<file path="src/rtl/seven_segment_clock_scan_driver_assert.svh">
// Assertion macros for the seven-segment scan driver.
// Used by the top level; expects signals named clock and reset in scope.
`ifndef SEVEN_SEGMENT_CLOCK_SCAN_DRIVER_ASSERT_SVH
`define SEVEN_SEGMENT_CLOCK_SCAN_DRIVER_ASSERT_SVH

// same-cycle implication
`define SSC_ASSERT_IMPL(name, ante, cons) \
   name: assert property (@(posedge clock) disable iff (reset) (ante) |-> (cons)) \
      else $error("ssc assertion failed");

// next-cycle implication
`define SSC_ASSERT_NEXT(name, ante, cons) \
   name: assert property (@(posedge clock) disable iff (reset) (ante) |=> (cons)) \
      else $error("ssc assertion failed");

`endif

</file>
<file path="src/rtl/ssc_pkg.sv">
// Shared types, command codes and decode tables for the seven-segment scan driver.
// No dependencies.
package ssc_pkg;

   typedef enum logic [3:0] {
      CMD_SCAN      = 4'd0,
      CMD_SET_DIGIT = 4'd1,
      CMD_SET_COLON = 4'd2,
      CMD_TOG_COLON = 4'd3,
      CMD_LED_ON    = 4'd4,
      CMD_LED_OFF   = 4'd5,
      CMD_ROTATE    = 4'd6,
      CMD_SET_TIME  = 4'd7,
      CMD_MIN_TICK  = 4'd8
   } ssc_cmd_type;

   localparam int unsigned MinutesPerHour = 60;
   localparam int unsigned HoursPerDay    = 24;
   localparam int unsigned ReqDataW       = 24;
   localparam int unsigned RspDataW       = 32;

   typedef struct packed {
      logic [3:0] cmd;
      logic [3:0] digit_value;
      logic [1:0] digit_position;
      logic       dot_on;
      logic       colon_on;
      logic [1:0] led_select;
      logic [4:0] hours_in;
      logic [5:0] minutes_in;
   } ssc_item_type;

   typedef struct packed {
      logic            upd;
      logic [3:0][7:0] seg;
   } ssc_clock_type;

   // active-low segment patterns, dot is bit 0
   function automatic logic [7:0] seg_code(input logic [3:0] value);
      logic [7:0] code;
      case (value)
         4'd0: code = 8'h03;
         4'd1: code = 8'h9f;
         4'd2: code = 8'h25;
         4'd3: code = 8'h0d;
         4'd4: code = 8'h99;
         4'd5: code = 8'h49;
         4'd6: code = 8'h41;
         4'd7: code = 8'h1f;
         4'd8: code = 8'h01;
         4'd9: code = 8'h09;
         default: code = 8'hff;
      endcase
      return code;
   endfunction

   // active-low digit enables, frame bits 7..4
   function automatic logic [3:0] enable_nibble(input logic [1:0] idx);
      logic [3:0] nib;
      case (idx)
         2'd0: nib = 4'hb;
         2'd1: nib = 4'hd;
         2'd2: nib = 4'he;
         2'd3: nib = 4'h7;
         default: nib = 4'hf;
      endcase
      return nib;
   endfunction

   // tens digit of a value below 64: (x * 26) >> 8
   function automatic logic [3:0] tens_of(input logic [5:0] x);
      logic [10:0] prod;
      prod = 11'(x) * 11'd26;
      return {1'b0, prod[10:8]};
   endfunction

   function automatic logic [3:0] units_of(input logic [5:0] x);
      logic [6:0] t10;
      t10 = 7'(tens_of(x)) * 7'd10;
      return 4'(7'(x) - t10);
   endfunction

endpackage

</file>
<file path="src/rtl/ssc_clock.sv">
// Hours:minutes counter with 24-hour wrap and the HH MM digit patterns.
// Depends on ssc_pkg.
module ssc_clock (
   input  logic                  clock,
   input  logic                  reset,
   input  logic                  fire,
   input  ssc_pkg::ssc_item_type item,
   output logic [4:0]            hours_next,
   output logic [5:0]            minutes_next,
   output ssc_pkg::ssc_clock_type clk_upd
);
   import ssc_pkg::*;

   logic [4:0] hour_ff, hour_in;
   logic [5:0] minute_ff, minute_in;
   logic [6:0] min_inc;
   logic [5:0] hour_inc;

   always_comb begin
      hour_in   = hour_ff;
      minute_in = minute_ff;
      min_inc   = 7'(minute_ff) + 7'd1;
      hour_inc  = 6'(hour_ff) + 6'd1;
      clk_upd.upd = 1'b0;
      case (item.cmd)
         CMD_SET_TIME: begin
            hour_in     = item.hours_in;
            minute_in   = item.minutes_in;
            clk_upd.upd = 1'b1;
         end
         CMD_MIN_TICK: begin
            clk_upd.upd = 1'b1;
            if (min_inc >= 7'(MinutesPerHour)) begin
               minute_in = '0;
               if (hour_inc >= 6'(HoursPerDay)) begin
                  hour_in = '0;
               end else begin
                  hour_in = hour_inc[4:0];
               end
            end else begin
               minute_in = min_inc[5:0];
            end
         end
         default: begin
         end
      endcase
      clk_upd.seg[0] = seg_code(tens_of({1'b0, hour_in}));
      clk_upd.seg[1] = seg_code(units_of({1'b0, hour_in}));
      clk_upd.seg[2] = seg_code(tens_of(minute_in));
      clk_upd.seg[3] = seg_code(units_of(minute_in));
   end

   assign hours_next   = hour_in;
   assign minutes_next = minute_in;

   always_ff @(posedge clock) begin
      if (reset) begin
         hour_ff   <= '0;
         minute_ff <= '0;
      end else if (fire) begin
         hour_ff   <= hour_in;
         minute_ff <= minute_in;
      end
   end

endmodule

</file>
<file path="src/rtl/ssc_display.sv">
// Digit patterns, scan index and frame word for the multiplexed display.
// Depends on ssc_pkg; takes clock digit updates from ssc_clock.
module ssc_display (
   input  logic                   clock,
   input  logic                   reset,
   input  logic                   fire,
   input  ssc_pkg::ssc_item_type  item,
   input  ssc_pkg::ssc_clock_type clk_upd,
   output logic [15:0]            frame_next,
   output logic                   sent_next
);
   import ssc_pkg::*;

   logic [3:0][7:0] pat_ff, pat_in;
   logic [1:0]      idx_ff, idx_in;
   logic [15:0]     frame_ff, frame_in;
   logic [2:0]      led_mask;

   always_comb begin
      case (item.led_select)
         2'd0: led_mask = 3'b001;
         2'd1: led_mask = 3'b010;
         2'd2: led_mask = 3'b100;
         default: led_mask = 3'b000;
      endcase
   end

   always_comb begin
      pat_in    = pat_ff;
      idx_in    = idx_ff;
      frame_in  = frame_ff;
      sent_next = 1'b0;
      case (item.cmd)
         CMD_SCAN: begin
            frame_in  = {pat_ff[idx_ff], enable_nibble(idx_ff), frame_ff[3:0]};
            idx_in    = idx_ff + 2'd1;
            sent_next = 1'b1;
         end
         CMD_SET_DIGIT: begin
            if (item.digit_value <= 4'd9) begin
               pat_in[item.digit_position] = seg_code(item.digit_value) &
                                             ~{7'b0, item.dot_on};
            end
         end
         CMD_SET_COLON: frame_in[3] = ~item.colon_on;
         CMD_TOG_COLON: frame_in[3] = ~frame_ff[3];
         CMD_LED_ON:    frame_in[2:0] = frame_ff[2:0] | led_mask;
         CMD_LED_OFF:   frame_in[2:0] = frame_ff[2:0] & ~led_mask;
         CMD_ROTATE:    pat_in = {pat_ff[2], pat_ff[1], pat_ff[0], pat_ff[3]};
         default: begin
         end
      endcase
      if (clk_upd.upd) begin
         pat_in = clk_upd.seg;
      end
   end

   assign frame_next = frame_in;

   always_ff @(posedge clock) begin
      if (reset) begin
         pat_ff   <= {8'd3, 8'd2, 8'd1, 8'd0};
         idx_ff   <= '0;
         frame_ff <= '0;
      end else if (fire) begin
         pat_ff   <= pat_in;
         idx_ff   <= idx_in;
         frame_ff <= frame_in;
      end
   end

endmodule

</file>
<file path="src/rtl/seven_segment_clock_scan_driver.sv">
// Seven-segment scan driver with hours:minutes clock: an input register, the
// command logic and a result register. Takes one command word every clock
// cycle while the output is not stalled. A command word waits in the input
// register, and its result is written into the result register when the
// output can advance, so an output stall can come between the two. While a result
// waits on the output, the input side takes words only until the input
// register is full.
// Depends on ssc_pkg, ssc_clock, ssc_display and the assertion macro header.
module seven_segment_clock_scan_driver (
   input  logic                          clock,
   input  logic                          reset,
   input  logic                          req_tvalid,
   output logic                          req_tready,
   // [3:0] digit_value, [5:4] digit_position, [6] dot_on, [7] colon_on,
   // [9:8] led_select, [14:10] hours_in, [20:15] minutes_in, [23:21] zero
   input  logic [ssc_pkg::ReqDataW-1:0]  req_tdata,
   // [3:0] cmd
   input  logic [3:0]                    req_tuser,
   output logic                          rsp_tvalid,
   input  logic                          rsp_tready,
   // [15:0] frame, [20:16] hours, [26:21] minutes, [31:27] zero
   output logic [ssc_pkg::RspDataW-1:0]  rsp_tdata,
   // [0] frame_sent
   output logic [0:0]                    rsp_tuser
);
   import ssc_pkg::*;
   `include "seven_segment_clock_scan_driver_assert.svh"

   ssc_item_type  item_ff, item_in;
   logic          in_valid_ff, in_valid_in;
   logic          rsp_valid_ff, rsp_valid_in;
   logic [15:0]   frame_ff;
   logic          sent_ff;
   logic [4:0]    hours_ff;
   logic [5:0]    minutes_ff;
   logic          advance, fire, req_take;
   logic [15:0]   frame_next;
   logic          sent_next;
   logic [4:0]    hours_next;
   logic [5:0]    minutes_next;
   ssc_clock_type clk_upd;

   assign advance    = ~rsp_valid_ff | rsp_tready;
   assign fire       = in_valid_ff & advance;
   assign req_tready = ~in_valid_ff | advance;
   assign req_take   = req_tvalid & req_tready;

   always_comb begin
      item_in.cmd            = req_tuser;
      item_in.digit_value    = req_tdata[3:0];
      item_in.digit_position = req_tdata[5:4];
      item_in.dot_on         = req_tdata[6];
      item_in.colon_on       = req_tdata[7];
      item_in.led_select     = req_tdata[9:8];
      item_in.hours_in       = req_tdata[14:10];
      item_in.minutes_in     = req_tdata[20:15];
   end

   always_comb begin
      in_valid_in = in_valid_ff;
      if (req_take) begin
         in_valid_in = 1'b1;
      end else if (fire) begin
         in_valid_in = 1'b0;
      end
      rsp_valid_in = rsp_valid_ff;
      if (fire) begin
         rsp_valid_in = 1'b1;
      end else if (rsp_tready) begin
         rsp_valid_in = 1'b0;
      end
   end

   ssc_clock u_clock (
      .clock        (clock),
      .reset        (reset),
      .fire         (fire),
      .item         (item_ff),
      .hours_next   (hours_next),
      .minutes_next (minutes_next),
      .clk_upd      (clk_upd)
   );

   ssc_display u_display (
      .clock      (clock),
      .reset      (reset),
      .fire       (fire),
      .item       (item_ff),
      .clk_upd    (clk_upd),
      .frame_next (frame_next),
      .sent_next  (sent_next)
   );

   always_ff @(posedge clock) begin
      if (reset) begin
         in_valid_ff  <= 1'b0;
         rsp_valid_ff <= 1'b0;
      end else begin
         in_valid_ff  <= in_valid_in;
         rsp_valid_ff <= rsp_valid_in;
      end
   end

   always_ff @(posedge clock) begin
      if (req_take) begin
         item_ff <= item_in;
      end
      if (fire) begin
         frame_ff   <= frame_next;
         sent_ff    <= sent_next;
         hours_ff   <= hours_next;
         minutes_ff <= minutes_next;
      end
   end

   assign rsp_tvalid = rsp_valid_ff;
   assign rsp_tdata  = {5'b0, minutes_ff, hours_ff, frame_ff};
   assign rsp_tuser  = sent_ff;

   `SSC_ASSERT_NEXT(a_fire_gives_result, fire, rsp_valid_ff)
   `SSC_ASSERT_IMPL(a_scan_enable_code, rsp_valid_ff && sent_ff,
      frame_ff[7:4] == 4'hb || frame_ff[7:4] == 4'hd ||
      frame_ff[7:4] == 4'he || frame_ff[7:4] == 4'h7)
   `SSC_ASSERT_NEXT(a_tick_minute_range, fire && item_ff.cmd == CMD_MIN_TICK,
      minutes_ff < 6'(MinutesPerHour))

endmodule

</file>
<file path="config.mk">
export PLATFORM = sky130hd
export DESIGN_NAME = seven_segment_clock_scan_driver
export DESIGN_NICKNAME = d
export VERILOG_FILES = /design/src/rtl/ssc_pkg.sv /design/src/rtl/ssc_clock.sv /design/src/rtl/ssc_display.sv /design/src/rtl/seven_segment_clock_scan_driver.sv
export VERILOG_INCLUDE_DIRS = /design/src /design/src/rtl
export SDC_FILE = /design/constraint.sdc
export NUM_CORES = 1
export LEC_CHECK = 0
export BUFFER_PORTS_ARGS = -buffer_cell sky130_fd_sc_hd__buf_4
export CORE_MARGIN = 2
export CORE_UTILIZATION = 45
export CTS_CLUSTER_DIAMETER = 30
export CTS_CLUSTER_SIZE = 10
export DETAILED_ROUTE_END_ITERATION = 8
export PLACE_DENSITY_LB_ADDON = 0.1
export RECOVER_POWER = 100
export SLEW_MARGIN = 15
export SYNTH_ARGS = -nofsm -noshare
export SYNTH_HDL_FRONTEND = slang
export SYNTH_HIERARCHICAL = 1
export SYNTH_SLANG_ARGS = --single-unit
</file>
<file path="constraint.sdc">
create_clock -name clock -period 7.47 [get_ports clock]
set_clock_uncertainty 0.05 [all_clocks]
set_input_delay 0.3735 -clock clock [delete_from_list [all_inputs] [get_ports clock]]
set_output_delay 0.3735 -clock clock [all_outputs]
set_load 0.05 [all_outputs]
</file>
==> impl_metrics.toml, run 1 <==
[synth]
synth_area_per_cell_um2 = 9.643
synthCells = 785
ys.flop_type = "dfxtp_1"
ys_ff_latch = 116
ys_async_sr_fraction = 0
synth_edf_count = 53
yosysWarnings = 6
syn_area_mm2 = 0.007570
synth_seq_area_share = 0.3769
synthDistinctLibCells = 90

[routing]
num_vias = 6091
routed_via_density = 5.768
drtAntennaViolNets = 0
firstDrtPassIters = 8
wire_per_inst_um = 17.47
drc = 0
drt-total-wl_um = 18450
drtIter0Drc = 468

[cells_and_area]
seq_area_mm2 = 0.002854
final_area_mm2 = 0.008462
drive_gt1_frac = 0.1304
multi_input_area_mm2 = 0.004217
fill_cells = 1552
utilization = 0.5121
areaGrowthSynthToFinish_pct = 11.79
final_nets = 920
n_antenna_cell = 0

[power_and_ir_drop]
p_switching_mw = 0.5442
clock_power_share = 0.434
total_power_mw = 1.847
swShare = 0.2947
power_frac_seq = 0.387
pwr-share-comb = 0.179
internal_power_mw = 1.302
ir_worst_vdd_uv = 159.7
power_leakage_nw = 3.272
power_density_mw_per_mm2 = 218.2

[global_route]
grt.total_usage = 0.2139
grt_max_degree = 66
antenna_found_initial = 0
grt_pass1_wl_um = 30130
overflow = 0
first_global_vias = 5895

[setup_path]
worst_setup_path_start_kind = "flop"
endpoint_kind = "flop"
worstRegToRegCells = 25
r2r-end = "u_display/pat_ff[15]"
r2r_slack_ns = 0.54
critPathMaxFanout = 11
reg2reg_from = "item_ff[22]"
arrival_ns = 7.22
critPathKind = "flop to flop"
crit_required_ns = 7.77

[worst_hold_path]
hold_path_depth = 1
holdPathEnd = "item_ff[7]"
hold_class = "input pin to flop"
hp-start = "req_tdata[11]"

[placed_design]
numPortBuffers = 58
dp_hpwl_um = 13080
dpl_cell_area_mm2 = 0.008082
place_congestion = 0.9096

[sta]
setup_viol = 0
period_share = 0.9273
fin_setup_tns_ns = 0
worstMarginPinSlew_ns = 3.139
fmax_mhz = 144.4
layout_min_cycle_time_ns = 6.927
rsz0062_at_grt = "false"
relSlewSlack = -1.093
hold_violations = 0
slew_viol_final = 87

[floorplan]
rows = 47
dieArea_mm2 = 0.01788
fp.dieW_um = 133.7
start_util = 0.4581
io_pins = 67
die_h_um = 133.7
core_area_mm2 = 0.01652

[clock_network]
h-tree-depth = 4
clk_latency_ns = 0.42
path_clk_slew_ns = 0.06
cts.sinks = 116
root_buffer = "clkbuf_16"
hold_buffers = 0
cts_buffer_depth = 2
numCtsBuffers = 17
cts_tree = "yes"

[job]
maxCapViolCount = 3

[run_status]
violations = "capacitance limit, slew limit"
outcome = "finished, violations left"
## how the worst max path moves through the flow
| stage | to | slack, ns | cells past startpoint | startpoint |
|---|---|---|---|---|
| floorplan | u_display/pat_ff[26] | 1.45 | 24 | item_ff[22] |
| global placement | u_display/pat_ff[15] | 0.64 | 25 | u_clock/minute_ff[0] |
| detailed placement | u_display/pat_ff[15] | 0.47 | 25 | u_clock/minute_ff[0] |
| CTS | u_display/pat_ff[15] | 0.42 | 25 | u_clock/minute_ff[0] |
| global route | u_display/pat_ff[15] | 0.05 | 24 | item_ff[23] |
| finish | u_display/pat_ff[15] | 0.54 | 25 | item_ff[22] |
## power groups by stage
stage	logic (mW)	registers, mW	clock network (mW)
final	0.331	0.714	0.802
after global routing	0.367	0.717	0.849
after CTS	0.343	0.713	0.817
after detailed placement	0.340	0.727	0
after global placement	0.330	0.726	0
after floorplan	0.234	0.742	0
## layer usage
| metal | vias to the layer above | track usage | routed length [µm] |
|---|---|---|---|
| met4 | 0 | 0.09338 | 487 |
| met5 | - | 0 | 0 |
| met3 | 44 | 0.03729 | 995 |
| met2 | 208 | 0.3561 | 8843 |
| met1 | 2882 | 0.2729 | 8124 |
| li1 | 2957 | - | - |
## critical path, cell delays in order (launching register included)
cell and delay [ns]:
edfxtp_1 0.58, and3b_1 0.32, and2_1 0.36, nor2_1 0.17, inv_1 0.09, o21ai_0 0.14, a22o_1 0.28, a21oi_1 0.37
inv_1 0.15, ha_1 0.32, fa_1 0.46, ha_1 0.29, nand4_1 0.16, nand2b_1 0.21, o21ai_1 0.29, a21oi_1 0.13
xor2_1 0.22, xnor2_1 0.16, ha_1 0.20, a21oi_1 0.04, or4_1 0.57, o22ai_2 0.36, nor2_1 0.20, a311oi_1 0.42
o211ai_1 0.13, a21oi_1 0.16
## state kept, by name (all words and copies together) (netlist names)
signal and flops:
rsp_tuser 1, u_clock/hour_ff 5, u_display/pat_ff 32, rsp_tvalid 1, u_display/idx_ff 2, in_valid_ff 1
u_clock/minute_ff 6, u_display/frame_ff 16, hours_ff 5, frame_ff 16, item_ff 25, minutes_ff 6
## per-stage QoR
step	setup slack, ns	hold slack (ns)	cells
5_1_grt	0.05277	0.07953	1056
6_report	0.5434	0.09251	1056
3_5_place_dp	0.4678	0.3994	1024
3_3_place_gp	0.6432	0.3885	1024
4_1_cts	0.4195	0.06061	1056
2_1_floorplan	1.445	0.3838	792
## timing repair
action / 4_1_cts / 5_1_grt
resized for setup: 0 / 2
setup buffers: 0 / 0
setup endpoints to repair: 0 / 7
## final cells by class
type | count | share of cell area
Clock buffer | 19 | 0.05234
Clock inverter | 13 | 0.01567
Inverter | 39 | 0.01730
Multi-Input combinational cell | 578 | 0.4983
Sequential cell | 116 | 0.3373
Tap cell | 220 | 0.03253
Timing Repair Buffer | 71 | 0.04658
## cells by family (layout without fill, tap and decap cells)
family / after synthesis / after routing / share of synthesized area
flops: 116 / 116 / 0.3769
buf+inv: 98 / 142 / 0.06314
compound gates: 252 / 252 / 0.2243
other cells: 3 / 10 / 0.001487
fa+ha+maj: 65 / 65 / 0.1114
xor+xnor: 13 / 13 / 0.02132
simple gates: 208 / 208 / 0.1468
mux: 30 / 30 / 0.05471
## cell usage after synthesis (all sizes together) (7+ instances only)
cell    number  share of area
o21ai       32          0.022
and2        10         0.0088
nand2b      13          0.011
o31ai       17          0.019
a211oi      16          0.016
clkbuf      30          0.015
o211ai      25          0.025
inv         38          0.019
mux2        11          0.016
mux4         8          0.024
nand3        9         0.0059
nor3        18          0.015
nor2        51          0.028
o22ai       11         0.0099
ha          61           0.10
edfxtp      53           0.21
mux2i       11          0.015
nand2       63          0.031
nand3b       7         0.0086
a21oi       93          0.064
dfxtp       63           0.17
a31oi        8         0.0066
buf         29          0.029
nor2b        8         0.0066
## cells in the final DEF (no fill, tap or decap), types with 5 or more instances in the layout
| master | synthesis | final |
|---|---|---|
| a21oi_1 | 90 | 91 |
| nand2_1 | 63 | 63 |
| dfxtp_1 | 63 | 62 |
| ha_1 | 61 | 61 |
| edfxtp_1 | 53 | 53 |
| nor2_1 | 49 | 49 |
| inv_1 | 38 | 38 |
| clkbuf_1 | 29 | 38 |
| o21ai_0 | 30 | 30 |
| o211ai_1 | 25 | 25 |
| clkbuf_4 | 0 | 24 |
| clkbuf_16 | 0 | 17 |
| a211oi_1 | 16 | 16 |
| o31ai_1 | 16 | 16 |
| nor3_1 | 14 | 14 |
| nand2b_1 | 13 | 13 |
| mux2i_1 | 11 | 11 |
| conb_1 | 3 | 10 |
| buf_4 | 17 | 10 |
| o22ai_1 | 10 | 10 |
| nand3_1 | 9 | 9 |
| mux2_2 | 11 | 9 |
| nor2b_1 | 8 | 8 |
| a31oi_1 | 8 | 8 |
| mux4_2 | 8 | 8 |
| nand3b_1 | 6 | 7 |
| a21o_1 | 6 | 6 |
| a311oi_1 | 6 | 6 |
| and2_1 | 8 | 5 |
| o21a_1 | 5 | 5 |
| xor2_1 | 5 | 5 |
| o211a_1 | 5 | 5 |
| xnor2_1 | 5 | 5 |
Power figures use the tool's default switching activity.
==> inputs of run 2 (changes only) <==
--- a/config.mk
+++ b/config.mk
@@ -12,10 +12,11 @@
 export CTS_CLUSTER_DIAMETER = 30
 export CTS_CLUSTER_SIZE = 10
 export DETAILED_ROUTE_END_ITERATION = 8
+export GPL_TIMING_DRIVEN = 0
 export PLACE_DENSITY_LB_ADDON = 0.1
 export RECOVER_POWER = 100
+export REMOVE_ABC_BUFFERS = 1
 export SLEW_MARGIN = 15
 export SYNTH_ARGS = -nofsm -noshare
 export SYNTH_HDL_FRONTEND = slang
-export SYNTH_HIERARCHICAL = 1
 export SYNTH_SLANG_ARGS = --single-unit
==> run 2 against run 1 <==
- the run still ends with capacitance limit, slew limit left
- worst setup slack got worse by 0.024 ns
- largest cell class unchanged
- hold slack improved by 0.0054 ns
- via count increased by 0.72%
- largest power group unchanged
==> impl_metrics.toml, run 2 <==
[power_and_ir_drop]
pwr-share-comb = 0.172
ir_worst_vdd_uv = 159.3
power_frac_seq = 0.406
clock_power_share = 0.422
power_density_mw_per_mm2 = 221.8
p_switching_mw = 0.5566
power_leakage_nw = 3.330
swShare = 0.2961
internal_power_mw = 1.323

[clock_network]
path_clk_slew_ns = 0.06
clk_latency_ns = 0.42
cts.sinks = 123
hold_buffers = 0
cts_buffer_depth = 2
h-tree-depth = 4
post_cts_buffers = 0
root_buffer = "clkbuf_16"
cts_tree = "yes"
numCtsBuffers = 17

[floorplan]
fp.dieW_um = 133.1
core_area_mm2 = 0.01641
die_h_um = 133.1
io_pins = 67
start_util = 0.4571
rows = 47
dieArea_mm2 = 0.01771

[synth]
ys_async_sr_fraction = 0
ys_ff_latch = 123
yosysWarnings = 0
synthDistinctLibCells = 82
yosys-top-cells-area = "edfxtp_1 21%, dfxtp_1 19%, ha_1 9.5%"
synthCells = 804
synth_edf_count = 53
synth_common_cells = "88 x nand2_1, 84 x a21oi_1, 70 x dfxtp_1"
synth_area_per_cell_um2 = 9.328
syn_area_mm2 = 0.007500
ys.flop_type = "dfxtp_1"
yosysTopAreaCellShare = 0.2122
synth_seq_area_share = 0.3991
yosysMostFrequentCell = "nand2_1"
yosys.area.top_type = "edfxtp_1"

[cells_and_area]
largest-register = "u_display.pat_ff"
final_common_cell = "nand2_1"
utilization = 0.5165
final_nets = 930
drive_gt1_frac = 0.1166
areaGrowthSynthToFinish_pct = 13.00
layout_common_cells = "87 x nand2_1, 85 x a21oi_1, 70 x dfxtp_1"
fill_cells = 1511
top_regs = "u_display.pat_ff x32, item_ff x25"
n_antenna_cell = 0
largest_register_ffs = 32

[worst_hold_path]
hold_path_depth = 1
hp-start = "req_tuser[0]"
holdPathEnd = "item_ff[21]"
hold_class = "input pin to flop"

[sta]
fmax_mhz = 143.9
layout_setup_ws_ns = 0.5192
period_share = 0.9305
relSlewSlack = -0.2160
hold_violations = 0
layout_min_cycle_time_ns = 6.951
slew_viol_final = 33
setup_viol = 0
rsz0062_at_grt = "false"
worstMarginPinSlew_ns = 1.824

[routing]
drtAntennaViolNets = 0
routed_via_density = 5.739
wire_per_inst_um = 17.06
drtIter0Drc = 554
firstDrtPassIters = 5
drt-total-wl_um = 18230
num_vias = 6135
drc = 0

[setup_path]
worstRegToRegCells = 22
arrival_ns = 7.19
critPathKind = "flop to flop"
crit_required_ns = 7.71
endpoint_kind = "flop"
worst_setup_path_start_kind = "flop"
reg2reg_from = "item_ff[21]"
r2r_slack_ns = 0.52
r2r-end = "u_display.pat_ff[12]"
critPathMaxFanout = 31

[placed_design]
place_ws_ns = -0.4191
dp_hpwl_um = 12750
place_congestion = 0.8361
numPortBuffers = 58

[global_route]
antenna_found_initial = 0
overflow = 0
grt_pass1_wl_um = 30020
first_global_vias = 5945
grt_max_degree = 58
grt.total_usage = 0.2122

[run_status]
outcome = "finished, violations left"
violations = "capacitance limit, slew limit"

[job]
maxCapViolCount = 1
## run 2: cell count changes after synthesis, moves of 12 or more
cell      change
nand2_1      +25
and3_1       +12
nand3_1      +15
o211ai_1     -24
nor2_1       +12
## run 2: kinds of logic after synthesis
| logic type | count (synthesis) | synth area share |
|---|---|---|
| compound gates | 213 | 0.1879 |
| flops | 123 | 0.3991 |
| mux | 31 | 0.05656 |
| simple gates | 266 | 0.1720 |
| other cells | 1 | 0.0005000 |
| buf+inv | 94 | 0.05339 |
| fa+ha+maj | 62 | 0.1084 |
| xor+xnor | 14 | 0.02219 |
## run 2: worst max-delay path, cell delays in order (launching register included)
cell,delay [ns]
edfxtp_1,0.66
or4b_1,0.81
nand2_8,0.29
o21ai_1,0.17
a221oi_1,0.60
inv_1,0.19
ha_1,0.32
inv_1,0.05
fa_1,0.50
inv_1,0.04
ha_1,0.17
or2_2,0.32
o31ai_2,0.34
nor3_2,0.17
xnor2_1,0.23
inv_1,0.07
ha_1,0.21
fa_1,0.38
xnor2_1,0.17
xnor2_2,0.31
xor2_2,0.38
mux2i_1,0.27
a31oi_1,0.10
## run 2: worst max-delay path by stage
stage	to	from
global placement	u_display.pat_ff[11]	item_ff[21]
global route	u_display.pat_ff[15]	item_ff[21]
CTS	u_display.pat_ff[11]	item_ff[21]
detailed placement	u_display.pat_ff[11]	item_ff[21]
floorplan	u_display.pat_ff[11]	item_ff[22]
finish	u_display.pat_ff[12]	item_ff[21]
## run 2: through the flow
step	cell area (µm²)	TNS, ns	hold slack (ns)	power [mW]	cells
after floorplan	7268	0	0.3778	1.007	755
after global placement	7979	-1.371	0.3889	1.094	1033
after detailed placement	8043	-2.283	0.3972	1.106	1037
after CTS	8620	0	0.06230	1.901	1069
after global routing	8474	0	0.08243	1.964	1069
final	8474	0	0.09790	1.880	1069
## run 2: power by group through the flow
stage	Sequential [mW]	Clock, mW	Combinational (mW)
floorplan	0.790	0	0.217
global placement	0.775	0	0.319
detailed placement	0.776	0	0.330
CTS	0.761	0.807	0.333
global route	0.767	0.837	0.361
finish	0.762	0.794	0.323
## run 2: timing repair
item / in CTS / in global routing
endpoints found under the setup margin: 8 / 7
gates resized for setup: 2 / 5
cloned: 0 / 0
## run 2: routing by layer
layer | GRT usage | wire [µm]
met5 | 0 | 0
met4 | 0.08983 | 330
met3 | 0.03805 | 890
met2 | 0.3474 | 8727
met1 | 0.2783 | 8285
## run 2: final cells by class
cell class | instances | area (µm²) | area share
inverter | 41 | 153.9 | 0.01816
multi-input combinational | 591 | 4134 | 0.4878
sequential | 123 | 2993 | 0.3532
clock buffer | 18 | 450.4 | 0.05315
clock inverter | 14 | 118.9 | 0.01403
tap | 220 | 275.3 | 0.03248
timing repair buffer | 62 | 349.1 | 0.04119
==> inputs of run 3 (changes only) <==
--- a/config.mk
+++ b/config.mk
@@ -6,6 +6,7 @@
 export SDC_FILE = /design/constraint.sdc
 export NUM_CORES = 1
 export LEC_CHECK = 0
+export ABC_AREA = 1
 export BUFFER_PORTS_ARGS = -buffer_cell sky130_fd_sc_hd__buf_4
 export CORE_MARGIN = 2
 export CORE_UTILIZATION = 45
==> run 3 against run 2 <==
- the flow still finishes with violations (capacitance limit, slew limit)
- combinational power increased by 7.4%
- first-iteration DRC count fell by 29%
- area after synthesis decreased by 1.5%
- wire length shrank 5.2%
- synthesized cell count rose by 14%
- clock power is 2% lower
- worst setup slack improved by 1.3 ns
- via count grew 0.73%
- sequential cell count stayed put
- hold slack got worse by 0.0063 ns
- power rose by 0.30%
- cell count increased by 11%
- critical path type unchanged
- critical endpoint is now u_display.pat_ff[30]
==> impl_metrics.toml, run 3 <==
[run_status]
outcome = "finished, violations left"
violations = "capacitance limit, slew limit"

[synth]
synth_top_family_by_area = "simple AND/OR/NAND/NOR gates"
synth_area_per_cell_um2 = 8.042
synthCells = 919
synth_common_cells = "153 x nand2_1, 106 x inv_1, 105 x o21ai_0"
ys_ff_latch = 123
yosysTopAreaCellShare = 0.2153
synth_compound_area_frac = 0.1832
yosys.area.top_type = "edfxtp_1"
synth_edf_count = 53
synthDistinctLibCells = 51
syn_area_mm2 = 0.007391
yosysWarnings = 0
synthMuxAreaShare = 0
yosys-top-cells-area = "edfxtp_1 22%, dfxtp_1 19%, ha_1 9.6%"
synthAdderAreaFrac = 0.1100
synth-xor-area-share = 0.006941
ys_async_sr_fraction = 0
synth-simple-area-share = 0.2128
yosysMostFrequentCell = "nand2_1"
ys.flop_type = "dfxtp_1"
synth_seq_area_share = 0.4049

[clock_network]
cts_tree = "yes"
cts_buffer_depth = 2
cts.sinks = 123
postCtsResizedCells = 0
clk_latency_ns = 0.42
numCtsBuffers = 17
post_cts_buffers = 0
hold_buffers = 0
path_clk_slew_ns = 0.06
root_buffer = "clkbuf_16"
h-tree-depth = 4

[cells_and_area]
top_regs = "u_display.pat_ff x32, item_ff x25"
areaGrowthSynthToFinish_pct = 12.07
fill_cells = 1628
final_area_mm2 = 0.008283
largest-register = "u_display.pat_ff"
largest_register_ffs = 32
final_common_cell = "nand2_1"
n_antenna_cell = 0
final_nets = 1056
final_cells = 1191
drive_gt1_frac = 0.09744
layout_common_cells = "160 x nand2_1, 108 x inv_1, 108 x o21ai_0"

[routing]
wire_per_inst_um = 14.52
drtAntennaViolNets = 0
drtIter0Drc = 396
firstDrtPassIters = 5
num_vias = 6180
routed_via_density = 5.189
drt-total-wl_um = 17290
drc = 0

[worst_hold_path]
holdPathEnd = "item_ff[12]"
hold_path_depth = 1
hold_class = "input pin to flop"
hp-start = "req_tdata[9]"

[sta]
layout_setup_ws_ns = 1.790
layout_min_cycle_time_ns = 5.680
slew_viol_final = 63
fmax_mhz = 176.0
setup_viol = 0
rsz0062_at_grt = "false"
relSlewSlack = -0.1342
period_share = 0.7604
hold_violations = 0
fin_setup_tns_ns = 0
worstMarginPinSlew_ns = 1.692

[global_route]
overflow = 0
first_global_vias = 5685
grt.total_usage = 0.2056
antenna_found_initial = 0
grt_pass1_wl_um = 28820
grt_max_degree = 47

[setup_path]
arrival_ns = 5.98
critPathKind = "flop to flop"
path_delay_family = "simple AND/OR/NAND/NOR gates"
max_stage_delay_ns = 0.49
crit_required_ns = 7.76
path_cells = "nor2_1 -> nand3_1 -> nand2_4 -> o221ai_1 -> ha_1 -> fa_1 -> ha_1 -> a21oi_1 -> nand2_1 -> nand2_1 -> nand2_1 -> xnor2_1 -> inv_1 -> fa_1 -> inv_1 -> xor2_1 -> inv_1 -> nand3_1 -> nand3_1 -> nand2_1 -> nand2_1 -> a21oi_1"
critPathSlowestCell = "edfxtp_1"
endpoint_kind = "flop"
critPathMaxFanout = 46
worstRegToRegCells = 22
r2r_slack_ns = 1.79
reg2reg_from = "item_ff[22]"
worst_setup_path_start_kind = "flop"
cp_num_buf_inv = 3
crit_top_cell = "nand2_1"
r2r-end = "u_display.pat_ff[30]"

[power_and_ir_drop]
power_density_mw_per_mm2 = 227.6
clock_power_share = 0.415
pwr-share-comb = 0.184
power_leakage_nw = 3.596
ir_worst_vdd_uv = 166.7
p_switching_mw = 0.5750
power_frac_seq = 0.401
swShare = 0.3050
total_power_mw = 1.885
internal_power_mw = 1.310

[placed_design]
dp_hpwl_um = 11970
numPortBuffers = 58
place_ws_ns = 1.998
place_congestion = 0.8413
dp.cells = 1159
dpl_cell_area_mm2 = 0.007941

[floorplan]
fp.dieW_um = 132.2
die_h_um = 132.2
core_area_mm2 = 0.01594
start_util = 0.4636
io_pins = 67
dieArea_mm2 = 0.01746
rows = 46

[job]
maxCapViolCount = 2
==> run 3: through the flow <==
stage,hold slack [ns],util
floorplan,0.3859,-
global placement,0.4238,0.4980
detailed placement,0.4281,0.4981
CTS,0.05753,0.5332
global route,0.08653,0.5195
finish,0.09162,0.5195
==> run 3: routing by layer <==
layer | up-vias | GRT usage | wire, µm | part of all wire
met2 | 135 | 0.3275 | 7799 | 0.45
met1 | 2832 | 0.2830 | 8466 | 0.49
met3 | 22 | 0.03652 | 760 | 0.044
met4 | 0 | 0.06884 | 267 | 0.015
met5 | - | 0 | 0 | 0
li1 | 3191 | - | - | -
==> run 3: power by group through the flow <==
stage | Clock (mW) | Sequential, mW | Combinational (mW)
after floorplan | 0 | 0.792 | 0.255
after global placement | 0 | 0.770 | 0.372
after detailed placement | 0 | 0.770 | 0.374
after CTS | 0.797 | 0.756 | 0.377
after global routing | 0.823 | 0.760 | 0.403
final | 0.782 | 0.756 | 0.347
==> run 3: cells by family (layout without fill, tap and decap cells) <==
logic type / after synthesis / in the layout
flip-flops: 123 / 123
AND/OR/NAND/NOR: 339 / 339
adder cells (fa/ha/maj): 62 / 62
XOR/XNOR: 5 / 5
other: 1 / 5
buffers and inverters: 153 / 205
AO/OA/AOI/OAI: 236 / 236
==> run 3: area by class of cell <==
type / instances / area (µm²) / share of cell area
Multi-Input combinational cell: 647 / 3709 / 0.4477
Tap cell: 216 / 270.3 / 0.03263
Timing Repair Buffer: 58 / 319.1 / 0.03852
Inverter: 115 / 432.9 / 0.05227
Sequential cell: 123 / 2993 / 0.3613
Clock inverter: 13 / 116.4 / 0.01405
Clock buffer: 19 / 442.9 / 0.05347
==> run 3: worst max path at each step <==
stage / start / to / slack (ns) / cells after the start
after floorplan: item_ff[22] / u_display.pat_ff[28] / 2.73 / 31
after global placement: item_ff[22] / u_display.pat_ff[26] / 2.03 / 31
after detailed placement: item_ff[22] / u_display.pat_ff[26] / 2.00 / 31
after CTS: item_ff[22] / u_display.pat_ff[26] / 1.99 / 31
after global routing: item_ff[22] / u_display.pat_ff[14] / 1.19 / 22
final: item_ff[22] / u_display.pat_ff[30] / 1.79 / 22
